===== src/design/fdc_pkg.sv =====
`timescale 1ns / 1ps

package fdc_pkg;

  // Field widths.
  localparam int OP_W     = 3;
  localparam int IDX_W    = 3;
  localparam int DUTY_IN_W = 8;
  localparam int KIND_W   = 2;
  localparam int CH_W     = 3;
  localparam int CMP_W    = 17;
  localparam int DUTY_W   = 7;
  localparam int PSC_W    = 10;
  localparam int TOP_W    = 16;
  localparam int CFG_IDX_W = 2;
  localparam int CFG_W    = 26;

  // Shared divider width and its iteration counter.
  localparam int DIV_W    = 26;
  localparam int DIV_CNT_W = $clog2(DIV_W);

  // Product duty * (top + 1) width.
  localparam int PROD_W   = DUTY_W + TOP_W + 1;

  // Channels per timer and fan units.
  localparam int CHANNELS = 4;
  localparam int UNITS    = 4;
  localparam int SEL_W    = 2;

  // Request opcodes.
  localparam logic [OP_W-1:0] OP_SET_POWER   = 3'd0;
  localparam logic [OP_W-1:0] OP_SET_REMOTE  = 3'd1;
  localparam logic [OP_W-1:0] OP_SET_UNIT    = 3'd2;
  localparam logic [OP_W-1:0] OP_READ_POWER  = 3'd3;
  localparam logic [OP_W-1:0] OP_READ_REMOTE = 3'd4;

  // Result kinds.
  localparam logic [KIND_W-1:0] KIND_UPDATE = 2'd0;
  localparam logic [KIND_W-1:0] KIND_READ   = 2'd1;
  localparam logic [KIND_W-1:0] KIND_REJECT = 2'd2;

  // Configuration register indexes.
  localparam logic [CFG_IDX_W-1:0] REG_BUS_CLOCK   = 2'd0;
  localparam logic [CFG_IDX_W-1:0] REG_POWER_FREQ  = 2'd1;
  localparam logic [CFG_IDX_W-1:0] REG_REMOTE_FREQ = 2'd2;

  // Reset and default values.
  localparam logic [CFG_W-1:0] BUS_CLOCK_RESET = 26'd48000000;
  localparam logic [PSC_W-1:0] PSC_DEFAULT     = '0;
  localparam logic [TOP_W-1:0] TOP_DEFAULT     = 16'hFFFF;
  localparam logic [DIV_W-1:0] TICKS_LIMIT     = 26'd65536;
  localparam logic [DUTY_W-1:0] DUTY_MAX       = 7'd100;
  localparam logic [DIV_W-1:0] PCT_DIVISOR     = 26'd100;

  // Fan unit link table: power channel and remote channel of each unit.
  localparam logic [CH_W-1:0] UNIT_POWER_CH  [UNITS] = '{3'd2, 3'd1, 3'd4, 3'd3};
  localparam logic [CH_W-1:0] UNIT_REMOTE_CH [UNITS] = '{3'd1, 3'd4, 3'd3, 3'd2};

endpackage


===== src/design/fdc_if.sv =====
`timescale 1ns / 1ps

// Request channel.
interface fdc_req_if import fdc_pkg::*; ();
  logic                 valid;
  logic                 ready;
  logic [OP_W-1:0]      op;
  logic [IDX_W-1:0]     index;
  logic [DUTY_IN_W-1:0] duty;

  modport source (output valid, output op, output index, output duty, input ready);
  modport sink   (input valid, input op, input index, input duty, output ready);
endinterface

// Result channel.
interface fdc_rsp_if import fdc_pkg::*; ();
  logic              valid;
  logic              ready;
  logic [KIND_W-1:0] kind;
  logic              timer_sel;
  logic [CH_W-1:0]   channel;
  logic [CMP_W-1:0]  compare;
  logic [DUTY_W-1:0] duty_level;
  logic [PSC_W-1:0]  prescaler;
  logic [TOP_W-1:0]  period_top;
  logic              last;

  modport source (output valid, output kind, output timer_sel, output channel,
                  output compare, output duty_level, output prescaler,
                  output period_top, output last, input ready);
  modport sink   (input valid, input kind, input timer_sel, input channel,
                  input compare, input duty_level, input prescaler,
                  input period_top, input last, output ready);
endinterface

// Configuration write channel.
interface fdc_cfg_if import fdc_pkg::*; ();
  logic                 valid;
  logic                 ready;
  logic [CFG_IDX_W-1:0] index;
  logic [CFG_W-1:0]     data;

  modport source (output valid, output index, output data, input ready);
  modport sink   (input valid, input index, input data, output ready);
endinterface


===== src/design/fdc_div.sv =====
`timescale 1ns / 1ps

// Restoring divider, one quotient bit per cycle.
module fdc_div import fdc_pkg::*; (
  input  logic             clk,
  input  logic             rst,
  input  logic             start,
  input  logic [DIV_W-1:0] dividend,
  input  logic [DIV_W-1:0] divisor,
  output logic             done,
  output logic [DIV_W-1:0] quotient
);

  localparam logic [DIV_CNT_W-1:0] LAST_STEP = DIV_CNT_W'(DIV_W - 1);

  logic                 busy;
  logic [DIV_CNT_W-1:0] cnt;
  logic [DIV_W-1:0]     rem;
  logic [DIV_W-1:0]     quo;
  logic [DIV_W-1:0]     dvsr;
  logic [DIV_W:0]       rem_sh;
  logic [DIV_W:0]       rem_sub;
  logic                 fits;

  // One trial subtraction of the shifted remainder.
  always_comb begin
    rem_sh  = {rem, quo[DIV_W-1]};
    rem_sub = rem_sh - {1'b0, dvsr};
    fits    = (rem_sh >= {1'b0, dvsr});
  end

  // Step control; done pulses for one cycle after the last step.
  always_ff @(posedge clk) begin
    if (rst) begin
      busy <= 1'b0;
      done <= 1'b0;
      cnt  <= '0;
    end else begin
      done <= busy && !start && (cnt == LAST_STEP);
      if (start) begin
        busy <= 1'b1;
        cnt  <= '0;
      end else if (busy) begin
        if (cnt == LAST_STEP) begin
          busy <= 1'b0;
        end else begin
          cnt <= cnt + 1'b1;
        end
      end
    end
  end

  // Remainder and quotient shift registers.
  always_ff @(posedge clk) begin
    if (start) begin
      rem  <= '0;
      quo  <= dividend;
      dvsr <= divisor;
    end else if (busy) begin
      rem <= fits ? rem_sub[DIV_W-1:0] : rem_sh[DIV_W-1:0];
      quo <= {quo[DIV_W-2:0], fits};
    end
  end

  assign quotient = quo;

endmodule


===== src/design/dual_pwm_fan_duty_controller.sv =====
`timescale 1ns / 1ps

// Channel  Role      Handshake     Payload
// req      sink      valid/ready   op, index, duty
// rsp      source    valid/ready   kind, timer_sel, channel, compare, duty_level,
//                                  prescaler, period_top, last
// cfg      sink      valid/ready   index, data
//
// A set result is computed in the shared 26-step divider, which divides duty * (top + 1)
// by 100; a unit request gives two results. Reads and rejected requests skip the divider.
// A configuration write recomputes both timers through the same divider, with neither
// req nor cfg ready. Reset (rst, synchronous) restores the state, configuration, timer and
// duty registers to their defaults and clears out_valid; payload registers are not reset.
// A stalled result holds rsp; the next request is taken while it waits.

module dual_pwm_fan_duty_controller import fdc_pkg::*; (
  input  logic clk,
  input  logic rst,
  fdc_req_if.sink   req,
  fdc_rsp_if.source rsp,
  fdc_cfg_if.sink   cfg
);

  typedef enum logic [7:0] {
    S_IDLE   = 8'b0000_0001,
    S_HALF   = 8'b0000_0010,
    S_MUL    = 8'b0000_0100,
    S_DIVW   = 8'b0000_1000,
    S_EMIT   = 8'b0001_0000,
    S_TSTART = 8'b0010_0000,
    S_TICKW  = 8'b0100_0000,
    S_TOPW   = 8'b1000_0000
  } state_t;

  state_t state;

  // Configuration and timing registers.
  logic [CFG_W-1:0] bus_clock_hz;
  logic [CFG_W-1:0] power_freq_hz;
  logic [CFG_W-1:0] remote_freq_hz;
  logic [PSC_W-1:0] power_psc;
  logic [TOP_W-1:0] power_top;
  logic [PSC_W-1:0] remote_psc;
  logic [TOP_W-1:0] remote_top;
  logic             tmr;

  // Duty stores.
  logic [DUTY_W-1:0] power_duty  [CHANNELS];
  logic [DUTY_W-1:0] remote_duty [CHANNELS];

  // Request registers.
  logic [OP_W-1:0]   req_op;
  logic [IDX_W-1:0]  req_idx;
  logic [DUTY_W-1:0] req_duty;
  logic              half;

  // Current result under work.
  logic [KIND_W-1:0] cur_kind;
  logic              cur_tsel;
  logic [CH_W-1:0]   cur_ch;
  logic              cur_last;
  logic              cur_set;
  logic [DUTY_W-1:0] cur_duty;
  logic [CMP_W-1:0]  cur_cmp;
  logic [PROD_W-1:0] prod;

  // Output register.
  logic              out_valid;
  logic [KIND_W-1:0] out_kind;
  logic              out_tsel;
  logic [CH_W-1:0]   out_ch;
  logic [CMP_W-1:0]  out_cmp;
  logic [DUTY_W-1:0] out_duty;
  logic [PSC_W-1:0]  out_psc;
  logic [TOP_W-1:0]  out_top;
  logic              out_last;

  // Divider connections.
  logic             div_start;
  logic [DIV_W-1:0] div_dividend;
  logic [DIV_W-1:0] div_divisor;
  logic             div_done;
  logic [DIV_W-1:0] div_q;

  fdc_div u_div (
    .clk      (clk),
    .rst      (rst),
    .start    (div_start),
    .dividend (div_dividend),
    .divisor  (div_divisor),
    .done     (div_done),
    .quotient (div_q)
  );

  // Handshakes.
  logic req_fire, cfg_fire, out_free;
  assign cfg.ready = (state == S_IDLE);
  assign req.ready = (state == S_IDLE) && !cfg.valid;
  assign req_fire  = req.valid && req.ready;
  assign cfg_fire  = cfg.valid && cfg.ready;
  assign out_free  = !out_valid || rsp.ready;

  // Decode of the current half of a request.
  logic [KIND_W-1:0] h_kind_raw, h_kind;
  logic              h_tsel, h_last, h_ok, h_set;
  logic [CH_W-1:0]   h_ch_raw, h_ch;
  logic [DUTY_W-1:0] h_duty;
  logic [SEL_W-1:0]  unit_sel, ch_sel;
  logic              unit_ok;

  always_comb begin
    unit_sel   = SEL_W'(req_idx - 3'd1);
    unit_ok    = (req_idx >= 3'd1) && (req_idx <= 3'(UNITS));
    h_kind_raw = KIND_REJECT;
    h_tsel     = 1'b0;
    h_ch_raw   = '0;
    h_last     = 1'b1;
    case (req_op)
      OP_SET_POWER: begin
        h_kind_raw = KIND_UPDATE;
        h_ch_raw   = req_idx;
      end
      OP_SET_REMOTE: begin
        h_kind_raw = KIND_UPDATE;
        h_tsel     = 1'b1;
        h_ch_raw   = req_idx;
      end
      OP_SET_UNIT: begin
        if (unit_ok) begin
          h_kind_raw = KIND_UPDATE;
          h_tsel     = half;
          h_ch_raw   = half ? UNIT_REMOTE_CH[unit_sel] : UNIT_POWER_CH[unit_sel];
          h_last     = half;
        end
      end
      OP_READ_POWER: begin
        h_kind_raw = KIND_READ;
        h_ch_raw   = req_idx;
      end
      OP_READ_REMOTE: begin
        h_kind_raw = KIND_READ;
        h_tsel     = 1'b1;
        h_ch_raw   = req_idx;
      end
      default: begin
        h_kind_raw = KIND_REJECT;
      end
    endcase

    h_ok   = (h_ch_raw >= 3'd1) && (h_ch_raw <= 3'(CHANNELS));
    ch_sel = SEL_W'(h_ch_raw - 3'd1);
    h_set  = (h_kind_raw == KIND_UPDATE) && h_ok;
    h_kind = ((h_kind_raw == KIND_UPDATE) && !h_ok) ? KIND_REJECT : h_kind_raw;
    h_ch   = ((h_kind_raw != KIND_REJECT) && h_ok) ? h_ch_raw : '0;
    if (h_set) begin
      h_duty = req_duty;
    end else if ((h_kind_raw == KIND_READ) && h_ok) begin
      h_duty = h_tsel ? remote_duty[ch_sel] : power_duty[ch_sel];
    end else begin
      h_duty = '0;
    end
  end

  // Timer derivation helpers.
  logic [CFG_W-1:0] cur_freq;
  logic             ticks_big;
  assign cur_freq  = tmr ? remote_freq_hz : power_freq_hz;
  assign ticks_big = (div_q > TICKS_LIMIT);

  // Divider operand selection.
  always_comb begin
    div_start    = 1'b0;
    div_dividend = {(DIV_W - PROD_W)'(0), prod};
    div_divisor  = PCT_DIVISOR;
    unique case (state)
      S_MUL: begin
        div_start = 1'b1;
      end
      S_TSTART: begin
        div_start    = (cur_freq != '0);
        div_dividend = bus_clock_hz;
        div_divisor  = cur_freq;
      end
      S_TICKW: begin
        div_start    = div_done && ticks_big;
        div_dividend = div_q;
        div_divisor  = {(DIV_W - PSC_W)'(0), div_q[DIV_W-1 -: PSC_W]} + 26'd1;
      end
      default: begin
        div_start = 1'b0;
      end
    endcase
  end

  // Sequencer and control state.
  always_ff @(posedge clk) begin
    if (rst) begin
      state          <= S_IDLE;
      tmr            <= 1'b0;
      half           <= 1'b0;
      out_valid      <= 1'b0;
      bus_clock_hz   <= BUS_CLOCK_RESET;
      power_freq_hz  <= '0;
      remote_freq_hz <= '0;
      power_psc      <= PSC_DEFAULT;
      power_top      <= TOP_DEFAULT;
      remote_psc     <= PSC_DEFAULT;
      remote_top     <= TOP_DEFAULT;
      for (int i = 0; i < CHANNELS; i++) begin
        power_duty[i]  <= '0;
        remote_duty[i] <= '0;
      end
    end else begin
      // A result leaves on its transfer unless a new one is loaded in its place.
      if (out_valid && rsp.ready && (state != S_EMIT)) begin
        out_valid <= 1'b0;
      end
      unique case (state)
        S_IDLE: begin
          if (cfg_fire) begin
            case (cfg.index)
              REG_BUS_CLOCK: begin
                bus_clock_hz <= cfg.data;
                tmr          <= 1'b0;
                state        <= S_TSTART;
              end
              REG_POWER_FREQ: begin
                power_freq_hz <= cfg.data;
                tmr           <= 1'b0;
                state         <= S_TSTART;
              end
              REG_REMOTE_FREQ: begin
                remote_freq_hz <= cfg.data;
                tmr            <= 1'b0;
                state          <= S_TSTART;
              end
              default: begin
                state <= S_IDLE;
              end
            endcase
          end else if (req_fire) begin
            half  <= 1'b0;
            state <= S_HALF;
          end
        end
        S_HALF: begin
          state <= h_set ? S_MUL : S_EMIT;
        end
        S_MUL: begin
          state <= S_DIVW;
        end
        S_DIVW: begin
          if (div_done) begin
            state <= S_EMIT;
          end
        end
        S_EMIT: begin
          if (out_free) begin
            out_valid <= 1'b1;
            if (cur_set) begin
              if (cur_tsel) begin
                remote_duty[SEL_W'(cur_ch - 3'd1)] <= cur_duty;
              end else begin
                power_duty[SEL_W'(cur_ch - 3'd1)] <= cur_duty;
              end
            end
            if (cur_last) begin
              state <= S_IDLE;
            end else begin
              half  <= 1'b1;
              state <= S_HALF;
            end
          end
        end
        S_TSTART: begin
          if (cur_freq == '0) begin
            if (tmr) begin
              remote_psc <= PSC_DEFAULT;
              remote_top <= TOP_DEFAULT;
              state      <= S_IDLE;
            end else begin
              power_psc <= PSC_DEFAULT;
              power_top <= TOP_DEFAULT;
              tmr       <= 1'b1;
            end
          end else begin
            state <= S_TICKW;
          end
        end
        S_TICKW: begin
          if (div_done) begin
            if (ticks_big) begin
              // Prescaled range: the top comes from a second division.
              if (tmr) begin
                remote_psc <= div_q[DIV_W-1 -: PSC_W];
              end else begin
                power_psc <= div_q[DIV_W-1 -: PSC_W];
              end
              state <= S_TOPW;
            end else begin
              if (tmr) begin
                remote_psc <= PSC_DEFAULT;
                remote_top <= (div_q != '0) ? div_q[TOP_W-1:0] - 16'd1 : TOP_DEFAULT;
              end else begin
                power_psc <= PSC_DEFAULT;
                power_top <= (div_q != '0) ? div_q[TOP_W-1:0] - 16'd1 : TOP_DEFAULT;
              end
              if (tmr) begin
                state <= S_IDLE;
              end else begin
                tmr   <= 1'b1;
                state <= S_TSTART;
              end
            end
          end
        end
        S_TOPW: begin
          if (div_done) begin
            if (tmr) begin
              remote_top <= div_q[TOP_W-1:0] - 16'd1;
              state      <= S_IDLE;
            end else begin
              power_top <= div_q[TOP_W-1:0] - 16'd1;
              tmr       <= 1'b1;
              state     <= S_TSTART;
            end
          end
        end
        default: begin
          state <= S_IDLE;
        end
      endcase
    end
  end

  // Request capture and per-result working registers.
  always_ff @(posedge clk) begin
    if (req_fire) begin
      req_op   <= req.op;
      req_idx  <= req.index;
      req_duty <= (req.duty > {1'b0, DUTY_MAX}) ? DUTY_MAX : req.duty[DUTY_W-1:0];
    end
    if (state == S_HALF) begin
      cur_kind <= h_kind;
      cur_tsel <= h_tsel;
      cur_ch   <= h_ch;
      cur_last <= h_last;
      cur_set  <= h_set;
      cur_duty <= h_duty;
      cur_cmp  <= '0;
    end
    if (state == S_MUL) begin
      cur_cmp <= '0;
    end
    if ((state == S_DIVW) && div_done) begin
      cur_cmp <= div_q[CMP_W-1:0];
    end
  end

  // Product register ahead of the divider.
  always_ff @(posedge clk) begin
    if (state == S_HALF) begin
      prod <= PROD_W'(h_duty) * PROD_W'(h_tsel ? {1'b0, remote_top} + 17'd1
                                               : {1'b0, power_top} + 17'd1);
    end
  end

  // Output payload register.
  always_ff @(posedge clk) begin
    if ((state == S_EMIT) && out_free) begin
      out_kind <= cur_kind;
      out_tsel <= cur_tsel;
      out_ch   <= cur_ch;
      out_cmp  <= cur_cmp;
      out_duty <= cur_duty;
      out_psc  <= cur_tsel ? remote_psc : power_psc;
      out_top  <= cur_tsel ? remote_top : power_top;
      out_last <= cur_last;
    end
  end

  assign rsp.valid      = out_valid;
  assign rsp.kind       = out_kind;
  assign rsp.timer_sel  = out_tsel;
  assign rsp.channel    = out_ch;
  assign rsp.compare    = out_cmp;
  assign rsp.duty_level = out_duty;
  assign rsp.prescaler  = out_psc;
  assign rsp.period_top = out_top;
  assign rsp.last       = out_last;

endmodule

===== src/flat_wrapper.sv =====
// flat-port wrapper written by rule: the top's interface ports become plain ports
module dual_pwm_fan_duty_controller_flat import fdc_pkg::*;
  (clk, rst, req_valid, req_op, req_index, req_duty, req_ready, rsp_valid, rsp_kind, rsp_timer_sel, rsp_channel, rsp_compare, rsp_duty_level, rsp_prescaler, rsp_period_top, rsp_last, rsp_ready, cfg_valid, cfg_index, cfg_data, cfg_ready);
  fdc_req_if req_i ();
  fdc_rsp_if rsp_i ();
  fdc_cfg_if cfg_i ();
  input  logic clk;
  input  logic rst;
  input wire logic [$bits(req_i.valid)-1:0] req_valid;
  input wire logic [$bits(req_i.op)-1:0] req_op;
  input wire logic [$bits(req_i.index)-1:0] req_index;
  input wire logic [$bits(req_i.duty)-1:0] req_duty;
  output wire logic [$bits(req_i.ready)-1:0] req_ready;
  output wire logic [$bits(rsp_i.valid)-1:0] rsp_valid;
  output wire logic [$bits(rsp_i.kind)-1:0] rsp_kind;
  output wire logic [$bits(rsp_i.timer_sel)-1:0] rsp_timer_sel;
  output wire logic [$bits(rsp_i.channel)-1:0] rsp_channel;
  output wire logic [$bits(rsp_i.compare)-1:0] rsp_compare;
  output wire logic [$bits(rsp_i.duty_level)-1:0] rsp_duty_level;
  output wire logic [$bits(rsp_i.prescaler)-1:0] rsp_prescaler;
  output wire logic [$bits(rsp_i.period_top)-1:0] rsp_period_top;
  output wire logic [$bits(rsp_i.last)-1:0] rsp_last;
  input wire logic [$bits(rsp_i.ready)-1:0] rsp_ready;
  input wire logic [$bits(cfg_i.valid)-1:0] cfg_valid;
  input wire logic [$bits(cfg_i.index)-1:0] cfg_index;
  input wire logic [$bits(cfg_i.data)-1:0] cfg_data;
  output wire logic [$bits(cfg_i.ready)-1:0] cfg_ready;
  assign req_i.valid = req_valid;
  assign req_i.op = req_op;
  assign req_i.index = req_index;
  assign req_i.duty = req_duty;
  assign req_ready = req_i.ready;
  assign rsp_valid = rsp_i.valid;
  assign rsp_kind = rsp_i.kind;
  assign rsp_timer_sel = rsp_i.timer_sel;
  assign rsp_channel = rsp_i.channel;
  assign rsp_compare = rsp_i.compare;
  assign rsp_duty_level = rsp_i.duty_level;
  assign rsp_prescaler = rsp_i.prescaler;
  assign rsp_period_top = rsp_i.period_top;
  assign rsp_last = rsp_i.last;
  assign rsp_i.ready = rsp_ready;
  assign cfg_i.valid = cfg_valid;
  assign cfg_i.index = cfg_index;
  assign cfg_i.data = cfg_data;
  assign cfg_ready = cfg_i.ready;
  dual_pwm_fan_duty_controller u_core (.clk(clk), .rst(rst), .req(req_i), .rsp(rsp_i), .cfg(cfg_i));
endmodule

===== config.mk =====
export PLATFORM = sky130hd
export DESIGN_NAME = dual_pwm_fan_duty_controller_flat
export DESIGN_NICKNAME = d
export VERILOG_FILES = /design/src/design/fdc_pkg.sv /design/src/design/fdc_if.sv /design/src/design/fdc_div.sv /design/src/design/dual_pwm_fan_duty_controller.sv /design/src/flat_wrapper.sv
export SDC_FILE = /design/constraint.sdc
export NUM_CORES = 1
export LEC_CHECK = 0
export ABC_AREA = 1
export BUFFER_PORTS_ARGS = -buffer_cell sky130_fd_sc_hd__clkbuf_2
export CAP_MARGIN = 20
export CORE_ASPECT_RATIO = 0.5
export CORE_MARGIN = 5
export CORE_UTILIZATION = 30
export CTS_BUF_LIST = sky130_fd_sc_hd__clkbuf_4
export DETAILED_ROUTE_END_ITERATION = 8
export PLACE_DENSITY = 0.42
export SYNTH_ARGS = -nofsm -noshare
export SYNTH_HDL_FRONTEND = slang
export SYNTH_SLANG_ARGS = --single-unit

===== constraint.sdc =====
create_clock -name clk -period 13.6 [get_ports clk]
set_input_delay 1.36 -clock clk [delete_from_list [all_inputs] [get_ports clk]]
set_output_delay 1.36 -clock clk [all_outputs]
set_load 0.01 [all_outputs]

# [Word level (Yosys, flattened, before mapping)]
# Memory sizes are Yosys's and may differ from the RTL's.
# Cells that the tools add are included.
[word_totals] regBits=352 mem_bits_rw=56 input_bits=47 output_inout_bits=60 elab_cells=262 n_memories=2
[mem_list] memory="u_core.power_duty" words=4 word_bits=7 rd=1 rd_clocked_by_memory_dff=0 write_ports=4 line_no="dual_pwm_fan_duty_controller.sv:48" source="logic [DUTY_W-1:0] power_duty [CHANNELS];"
[mem_list] memory="u_core.remote_duty" words=4 word_bits=7 rd=1 rd_clocked_by_memory_dff=0 write_ports=4 line_no="dual_pwm_fan_duty_controller.sv:49" source="logic [DUTY_W-1:0] remote_duty [CHANNELS];"
[op_classes] n_addsub=9 n_mul=1 order_cmp=8 n_eq_ne=40 muxes=110 n_bitwise=2 n_reduce_logical=54
[op_table] operator="$mux 16" n=16
[op_table] operator="$mux 10" n=11
[op_table] operator="$mux 26" n=4
[op_table] operator="$pmux 26 s2" n=2
[op_table] operator="$pmux 16 s3" n=2
[op_table] operator="$mux 8" n=9
[op_table] operator="$pmux 8 s8" n=1
[op_table] operator="$reduce_bool 26->1" n=2
[op_table] operator="$mux 17" n=3
[op_table] operator="$pmux 10 s2" n=2
[op_table] operator="$mux 7" n=5
[op_table] operator="$add 16x1->17 const B" n=2
[op_table] operator="$mux 1" n=33
[op_table] operator="$ne 2x2->1 const B" n=14
[op_table] operator="$ge 27x26->1" n=1
[op_table] operator="$gt 26x17->1 const B" n=1
[op_table] operator="$logic_not 26->1" n=1
[op_table] operator="$sub 26x26->26" n=1
[op_table] operator="$mul 7x24->24" n=1
[op_table] operator="$mux 24" n=1
[op_table] operator="$mux 3" n=6
[op_table] operator="$logic_and 1x1->1" n=16
[op_table] operator="$reduce_and 8->1" n=2
[op_table] operator="$sub 16x1->16 const B" n=1
[op_table] operator="53 further kinds" n=87

# [Longest topological paths before layout]
# Gate-level depths: netlist of the first run.
[depth] word_depth=14 depth_mapped=38 ltp_nobuf=36

# [Cells and area by module]
# A second synthesis of the first run with hierarchy kept.
[unflattened] cells_unflattened=3159 area_unflattened_um2=25124.1
[modules_own_cells] mod="dual_pwm_fan_duty_controller" n_inst=1 cells_per_inst=2358 area_per_inst_um2=19595.0 seq_area_each_um2=8287.9
[modules_own_cells] mod="fdc_div" n_inst=1 cells_per_inst=801 area_per_inst_um2=5529.1 seq_area_each_um2=2222.1

# [Worst setup path after synthesis of the first run]
# Ideal clock, no wire load.
[synth_path] kind="reg2reg" from="register u_core.req_idx[0]" to="register u_core.prod[21] (data pin)" setup_ns=0.252 arrival_time_ns=6.207 required_ns=13.348 slack_ns=7.141 path_stages_with_launch=37 n_path_buf=3 synth_period_minus_slack_ns=6.459 cell_sequence="edfxtp_1 -> inv_1 -> ha_1 -> inv_1 -> nand2_1 -> nand2_1 -> nor2_2 -> nand3_1 -> nand2_1 -> buf_2 -> ha_1 -> inv_1 -> buf_1 -> nand3_1 -> nand3_1 -> nand3_1 -> nand2_2 -> inv_2 -> buf_4 -> nor2_1 -> fa_1 -> fa_1 -> fa_1 -> inv_1 -> fa_1 -> inv_1 -> ha_1 -> a21oi_1 -> o21ai_0 -> nand2_1 -> nand2_1 -> a31oi_1 -> o21bai_1 -> a21oi_1 -> inv_1 -> nand2_1 -> nand2_1"
[synth_between] elab_chain_cells=14 elab_cells_between_ends=33 cone_classes="add/sub (2); mul (1); order compare (4); eq/ne (1); mux (17); bitwise (1); reduce/logical (5); memory (2)"
[synth_rtl] element="start: declaration" line_no="dual_pwm_fan_duty_controller.sv:53" source="logic [IDX_W-1:0] req_idx;"
[synth_rtl] element="start signal: assignment" line_no="dual_pwm_fan_duty_controller.sv:340" source="req_idx <= req.index;"
[synth_rtl] element="$sub 2x1->2" line_no="dual_pwm_fan_duty_controller.sv:112" source="unit_sel = SEL_W'(req_idx - 3'd1);"
[synth_rtl] element="$not 2->3 (not written as such)" line_no="dual_pwm_fan_duty_controller.sv:132" source="h_ch_raw = half ? UNIT_REMOTE_CH[unit_sel] : UNIT_POWER_CH[unit_sel];"
[synth_rtl] element="$bmux 3 s2" line_no="dual_pwm_fan_duty_controller.sv:132"
[synth_rtl] element="$mux 3 (not written as such) (2 in series)" line_no="dual_pwm_fan_duty_controller.sv:132"
[synth_rtl] element="$mux 3" line_no="dual_pwm_fan_duty_controller.sv:132"
[synth_rtl] element="$mux 3" line_no="dual_pwm_fan_duty_controller.sv:129" source="if (unit_ok) begin"
[synth_rtl] element="$pmux 3 s2 *" line_no="dual_pwm_fan_duty_controller.sv:118" source="case (req_op)"
[synth_rtl] element="net u_core.h_ch_raw[0]" line_no="dual_pwm_fan_duty_controller.sv:106" source="logic [CH_W-1:0] h_ch_raw, h_ch;"
[synth_rtl] element="$sub 2x1->2 (tied with other cells)" line_no="dual_pwm_fan_duty_controller.sv:151" source="ch_sel = SEL_W'(h_ch_raw - 3'd1);"
[synth_rtl] element="$mem_v2 4x7 (tied with other cells)"
[synth_rtl] element="$mux 7 / $logic_and 1x1->1 (equally long branches)" line_no="dual_pwm_fan_duty_controller.sv:158, dual_pwm_fan_duty_controller.sv:157"
[synth_rtl] element="$mux 7" line_no="dual_pwm_fan_duty_controller.sv:157" source="end else if ((h_kind_raw == KIND_READ) && h_ok) begin"
[synth_rtl] element="$mux 7 *" line_no="dual_pwm_fan_duty_controller.sv:155" source="if (h_set) begin"
[synth_rtl] element="net u_core.h_duty[5]" line_no="dual_pwm_fan_duty_controller.sv:107" source="logic [DUTY_W-1:0] h_duty;"
[synth_rtl] element="$mul 7x24->24 *" line_no="dual_pwm_fan_duty_controller.sv:363" source="prod <= PROD_W'(h_duty) * PROD_W'(h_tsel ? {1'b0, remote_top} + 17'd1"
[synth_rtl] element="end signal: assignment" line_no="dual_pwm_fan_duty_controller.sv:363"
[synth_rtl] element="end: declaration" line_no="dual_pwm_fan_duty_controller.sv:65" source="logic [PROD_W-1:0] prod;"
# Mark *: on every way through the listed nets, which the timed path passes. The rest lies on a longest branch. The select of a mux whose other input is x is not followed.
# A chain may end at the register's enable or synchronous reset.

# [Worst setup path in the final report of the first run]
[layout_path] from="register u_core.req_op[0]" to="register u_core.prod[21] (data pin)"
[layout_between] elab_chain_cells=9 elab_cells_between_ends=27 cone_classes="add/sub (1); mul (1); order compare (2); eq/ne (5); mux (7); reduce/logical (9); memory (2)"
[layout_rtl] element="start: declaration" line_no="dual_pwm_fan_duty_controller.sv:52" source="logic [OP_W-1:0] req_op;"
[layout_rtl] element="start signal: assignment" line_no="dual_pwm_fan_duty_controller.sv:339" source="req_op <= req.op;"
[layout_rtl] element="$eq 3x1->1 (tied with other cells)" line_no="dual_pwm_fan_duty_controller.sv:118"
[layout_rtl] element="$reduce_or 4->1 (no line)"
[layout_rtl] element="$pmux 3 s2" line_no="dual_pwm_fan_duty_controller.sv:118"
[layout_rtl] element="$sub 2x1->2 (tied with other cells)" line_no="dual_pwm_fan_duty_controller.sv:151"
[layout_rtl] element="$mem_v2 4x7 (tied with other cells)"
[layout_rtl] element="$mux 7 / $logic_and 1x1->1 (equally long branches)" line_no="dual_pwm_fan_duty_controller.sv:158, dual_pwm_fan_duty_controller.sv:157"
[layout_rtl] element="$mux 7" line_no="dual_pwm_fan_duty_controller.sv:157"
[layout_rtl] element="$mux 7 *" line_no="dual_pwm_fan_duty_controller.sv:155"
[layout_rtl] element="net u_core.h_duty[1]" line_no="dual_pwm_fan_duty_controller.sv:107"
[layout_rtl] element="$mul 7x24->24 *" line_no="dual_pwm_fan_duty_controller.sv:363"
# Mark *: on every way through the listed nets, which the timed path passes. The rest lies on a longest branch.

==> results.json, run 1 <==
{
  "whs_ns": 0.364,
  "dpl_worst_slack_ns": 4.82,
  "endpoint_kind": "flip-flop",
  "die_width_um": 410,
  "totalWireLength_um": 75600,
  "place_inst": 4025,
  "crit_fanout": 31,
  "grt.total_usage": 0.174,
  "cts_made_buffers": 104,
  "syn_nets": 3164,
  "final_cells": 4220,
  "slew-limit-headroom": 0.283,
  "syn2layout_area_growth_pct": 12.1,
  "ys_seq_area_frac": 0.439,
  "hold_path.class": "flip-flop to flip-flop",
  "first_iter_violations": 1323,
  "final_util": 0.339,
  "die_area_mm2": 0.0859,
  "post_cts.repair.setup_buffers": 0,
  "design_area_mm2": 0.0269,
  "cts_resized": 0,
  "swShare": 0.443,
  "start_kind": "flip-flop",
  "crit_required_ns": 14.27,
  "layout_common_cells": "nand2_1, inv_1, nor2_1, nand3_1, edfxtp_1",
  "wl_per_cell_um": 17.9,
  "finalHoldViolations": 0,
  "internal_power_mw": 2.84,
  "leakagePower_nw": 11.8,
  "cp_slowest_stage_delay_ns": 0.86,
  "ant_nets": 0,
  "yosysWarningCount": 0,
  "io_pins": 107,
  "mostFrequentLayoutCell": "nand2_1",
  "syn-instance-count": 2959,
  "dr.pass1.iters": 5,
  "setup_violations": 0,
  "rows": 73,
  "path_class": "flip-flop to flip-flop",
  "routed_via_density": 4.72,
  "yosysUniqueCellTypes": 58,
  "p_clk_frac": 0.212,
  "drv_slew": 0,
  "start_util": 0.302,
  "cts_buffer_depth": 3,
  "syn-mean-instance-area_um2": 8.09,
  "grt_max_degree": 83,
  "crit_arrival_ns": 9.02,
  "cts_tree": "yes",
  "power_switching_mw": 2.26,
  "holdBufCountCts": 0,
  "status": "finished, final reports clean",
  "htree_levels": 3,
  "via_count": 19900,
  "cap_violations": 0,
  "syn_area_mm2": 0.0239,
  "clk_latency_ns": 0.98,
  "die_h_um": 210,
  "p_seq_frac": 0.297,
  "power_frac_comb": 0.492,
  "coreArea_mm2": 0.0793,
  "setup_ws_ns": 5.25,
  "crit_slowest_cell": "ha_1",
  "cp_common_cell": "nand2_1",
  "synth_ff_type": "edfxtp_1",
  "antenna_found_initial": 2,
  "timing.fmax_mhz": 120,
  "gp_congestion": 0.881,
  "final.period_utilization": 0.614,
  "drc": 0,
  "io_buffer_count": 106,
  "fin_crit_ns": 8.35,
  "worstMarginPinSlew_ns": 1.06,
  "fin_nets": 3291,
  "grt_pass1_vias": 20200,
  "ys_seq_elements": 408,
  "skew_ns": 0.101,
  "dpl.hpwl_um": 54900,
  "synth-edff-count": 234,
  "ir_worst_vdd_uv": 122,
  "grt_overflow": 0,
  "rsz0062_at_grt": "false",
  "place_area_mm2": 0.0255,
  "p_total_mw": 5.10,
  "ys_async_sr_fraction": 0,
  "clock-sinks": 408,
  "cts-root-buf": "clkbuf_4",
  "tns_ns": 0,
  "grt_pass1_wl_um": 118000,
  "drive_gt1_frac": 0.114,
  "cts.clk_slew.worst_paths_ns": 0.07,
  "power_density_mw_per_mm2": 190
}
==> path summary, 6_finish.rpt <==
check | start | to | cells after the start | slack (ns)
max | u_core.req_op[0] | u_core.prod[21] | 31 | 5.25
min | u_core.cur_cmp[10] | u_core.rsp.compare[10] | 0 | 0.36
max reg2reg | u_core.req_op[0] | u_core.prod[21] | 31 | 5.25
min reg2reg | u_core.cur_cmp[10] | u_core.rsp.compare[10] | 0 | 0.36
==> critical path: cells and delay by family (launching register included) <==
kind | cells | cell delay (ns)
buffers and inverters | 7 | 0.91
adder cells (fa/ha/maj) | 6 | 3.22
flip-flops | 1 | 0.41
AO/OA/AOI/OAI | 5 | 0.93
AND/OR/NAND/NOR | 13 | 2.60
==> flip-flops by register name, indices dropped and copies added, names as in the netlist, 16 cells and up <==
register and count:
u_core.u_div.rem 26, u_core.power_freq_hz 26, u_core.u_div.dvsr 26, u_core.power_duty 28, u_core.cur_cmp 17, u_core.prod 24, u_core.remote_top 16, u_core.remote_duty 28
u_core.rsp.compare 17, u_core.u_div.quotient 26, u_core.bus_clock_hz 26, u_core.rsp.period_top 16, u_core.power_top 16, u_core.remote_freq_hz 26
==> power groups by stage <==
stage	Combinational, mW	Sequential [mW]	Clock (mW)
after CTS	2.52	1.51	1.13
after global placement	2.53	1.54	0
after floorplan	1.87	1.52	0
after detailed placement	2.50	1.54	0
after global routing	2.89	1.53	1.19
final	2.51	1.51	1.08
==> layer usage <==
layer,global-route usage,up-vias,wire length (um)
li1,-,10000,-
met1,0.240,9446,36900
met2,0.280,357,34200
met3,0.0303,128,2850
met4,0.0489,0,1680
met5,0,-,0
==> synth_stat cells, types with 2 or more instances <==
library cell / number / area, um^2
buf_4: 11 / 82.6
nand3_1: 262 / 1310
buf_2: 27 / 135
nand3b_1: 30 / 225
xnor2_1: 19 / 166
a211oi_1: 36 / 270
nand2_4: 2 / 22.5
buf_1: 6 / 22.5
ha_1: 83 / 1040
nand3_2: 2 / 20.0
nand2_1: 623 / 2340
o21bai_1: 5 / 37.5
o211ai_1: 8 / 60.1
nand4_1: 56 / 350
o21a_1: 8 / 60.1
or2_2: 6 / 37.5
a21oi_1: 127 / 636
dfxtp_1: 174 / 3480
a31oi_1: 7 / 43.8
nor2_4: 4 / 45.0
nand2_2: 14 / 87.6
buf_6: 5 / 56.3
nor3_1: 39 / 195
nor4_1: 10 / 62.6
xor2_1: 35 / 307
nor2_2: 5 / 31.3
nor2_1: 369 / 1390
fa_1: 75 / 1500
inv_1: 409 / 1540
edfxtp_1: 234 / 7030
clkbuf_1: 66 / 248
a32o_1: 2 / 20.0
o22ai_1: 2 / 12.5
o21ai_1: 12 / 60.1
o21ai_0: 149 / 746
inv_2: 15 / 56.3
==> area by class of cell <==
cell class	count	area [um^2]
diodes	5	12.5
clock buffers	156	1170
clock inverters	29	135
fillers	8518	52400
inverters	425	1600
multi-input cells	2011	11300
flip-flops and latches	408	10500
well taps	1050	1310
repair buffers	136	791
==> logic make-up after synthesis <==
logic type	synth area share
compound gates	0.0855
xor+xnor	0.0204
fa+ha+maj	0.106
buf+inv	0.0894
flops	0.439
simple gates	0.260
(Power assumes the default switching activity.)
==> run 2, diff against run 1 <==
--- a/config.mk
+++ b/config.mk
@@ -13,7 +13,7 @@
 export CORE_UTILIZATION = 30
 export CTS_BUF_LIST = sky130_fd_sc_hd__clkbuf_4
 export DETAILED_ROUTE_END_ITERATION = 8
-export PLACE_DENSITY = 0.42
+export PLACE_DENSITY = 0.43
 export SYNTH_ARGS = -nofsm -noshare
 export SYNTH_HDL_FRONTEND = slang
 export SYNTH_SLANG_ARGS = --single-unit
==> constraint.sdc (replaced) <==
create_clock -name clk -period 6.8 [get_ports clk]
set_input_delay 0.68 -clock clk [delete_from_list [all_inputs] [get_ports clk]]
set_output_delay 0.68 -clock clk [all_outputs]
set_load 0.01 [all_outputs]
==> results.json, run 2 (synthesis gave the netlist of run 1 again) <==
{
  "crit_arrival_ns": 7.11,
  "gp_congestion": 0.873,
  "timing.fmax_mhz": 155,
  "grt_overflow": 0,
  "io_pins": 107,
  "cp_common_cell": "inv_1",
  "start_kind": "flip-flop",
  "rsz0062_at_grt": "true",
  "cts_made_buffers": 104,
  "cts-root-buf": "clkbuf_4",
  "hold_path.class": "input port to flip-flop",
  "drv_slew": 0,
  "reg_top3": "u_core.power_duty: 28 flops, u_core.remote_duty: 28 flops",
  "clock-sinks": 408,
  "mostFrequentLayoutCell": "nand2_1",
  "power_switching_mw": 4.59,
  "syn2layout_area_growth_pct": 16.1,
  "fin_crit_ns": 6.43,
  "status": "finished, final reports clean",
  "internal_power_mw": 5.92,
  "dr.pass1.iters": 6,
  "routed_via_density": 4.76,
  "die_area_mm2": 0.0859,
  "grt.total_usage": 0.175,
  "clk_latency_ns": 0.98,
  "cts_buffer_depth": 3,
  "wl_per_cell_um": 17.6,
  "die_width_um": 410,
  "power_density_mw_per_mm2": 378,
  "crit_required_ns": 7.48,
  "place_area_mm2": 0.0258,
  "fin_nets": 3375,
  "antenna_found_initial": 3,
  "design_area_mm2": 0.0278,
  "drive_gt1_frac": 0.132,
  "crit_fanout": 14,
  "ir_worst_vdd_uv": 294,
  "endpoint_kind": "flip-flop",
  "first_iter_violations": 1515,
  "cap_violations": 0,
  "totalWireLength_um": 75800,
  "slew-limit-headroom": 0.362,
  "swShare": 0.437,
  "path_class": "flip-flop to flip-flop",
  "worstMarginPinSlew_ns": 0.955,
  "power_frac_comb": 0.497,
  "place_inst": 4067,
  "final_cells": 4308,
  "coreArea_mm2": 0.0793,
  "crit_slowest_cell": "fa_1",
  "via_count": 20500,
  "p_total_mw": 10.5,
  "cts_tree": "yes",
  "start_util": 0.302,
  "setup_ws_ns": 0.367,
  "tns_ns": 0,
  "whs_ns": 0.104,
  "htree_levels": 3,
  "cp_slowest_stage_delay_ns": 0.55,
  "skew_ns": 0.0856,
  "io_buffer_count": 106,
  "drc": 0,
  "final.period_utilization": 0.946,
  "dpl.hpwl_um": 54800,
  "grt_max_degree": 65,
  "leakagePower_nw": 12.2,
  "grt_pass1_wl_um": 118000,
  "grt_pass1_vias": 20400,
  "cts.clk_slew.worst_paths_ns": 0.07,
  "final_util": 0.351,
  "ant_nets": 0,
  "rows": 73,
  "layout_common_cells": "nand2_1, inv_1, nor2_1, nand3_1, edfxtp_1",
  "p_seq_frac": 0.289,
  "dpl_worst_slack_ns": 0.146,
  "setup_violations": 0,
  "die_h_um": 210,
  "p_clk_frac": 0.215,
  "finalHoldViolations": 0
}
run 2: cell types whose count changed in the layout (fill, tap and decap cells not counted), sizes merged:
cell         delta
clkbuf         -12
dlygate4sd3    +40
inv             -1
clkinv         +10
diode           +1
buf            +46
bufinv          +4
run 2: timing repair:
action,4_1_cts,5_1_grt
resized for setup,0,40
endpoints found under the hold margin,73,0
buffers inserted,0,3
endpoints found under the setup margin,0,14
hold buffers,40,0
run 2: final timing paths:
kind / from / end / slack, ns / depth (start not counted)
setup / recovery: u_core.req_idx[0] / u_core.prod[19] / 0.37 / 33
hold reg to reg: u_core.cur_cmp[11] / u_core.rsp.compare[11] / 0.36 / 0
hold / removal: cfg_data[9] / u_core.remote_freq_hz[9] / 0.10 / 3
setup reg to reg: u_core.req_idx[0] / u_core.prod[19] / 0.37 / 33
run 2: critical path: cells and delay by family, from the launching register on:
kind / cells / cell delay (ns)
adders and majority gates: 7 / 2.85
buffers and inverters: 9 / 0.91
DFF: 1 / 0.42
xor gates and xnor gates: 1 / 0.12
and+or+nand+nor: 14 / 1.58
AOI/OAI and AO/OA: 2 / 0.30
run 2: layout make-up:
cell class                 instances  area, um^2
fill                            8428       51500
multi-input combinational       2011       11500
sequential                       408       10500
inverter                         425        1600
timing repair buffer             220        1520
tap                             1050        1310
clock buffer                     146        1100
clock inverter                    42         285
antenna                            6        15.0
run 2: power groups by stage:
| stage | registers [mW] | logic [mW] | clock network [mW] |
|---|---|---|---|
| finish | 3.03 | 5.22 | 2.25 |
| global route | 3.05 | 5.98 | 2.48 |
| CTS | 3.03 | 5.13 | 2.35 |
| detailed placement | 3.09 | 5.08 | 0 |
| global placement | 3.08 | 5.10 | 0 |
| floorplan | 3.04 | 3.74 | 0 |
run 2: metal layers:
| layer | share of wire | routed length [um] | track usage | vias up |
|---|---|---|---|---|
| met5 | 0 | 0 | 0 | - |
| met4 | 0.032 | 2460 | 0.0630 | 0 |
| met3 | 0.051 | 3860 | 0.0382 | 137 |
| met2 | 0.44 | 33400 | 0.272 | 474 |
| met1 | 0.48 | 36000 | 0.241 | 9706 |
| li1 | - | - | - | 10200 |
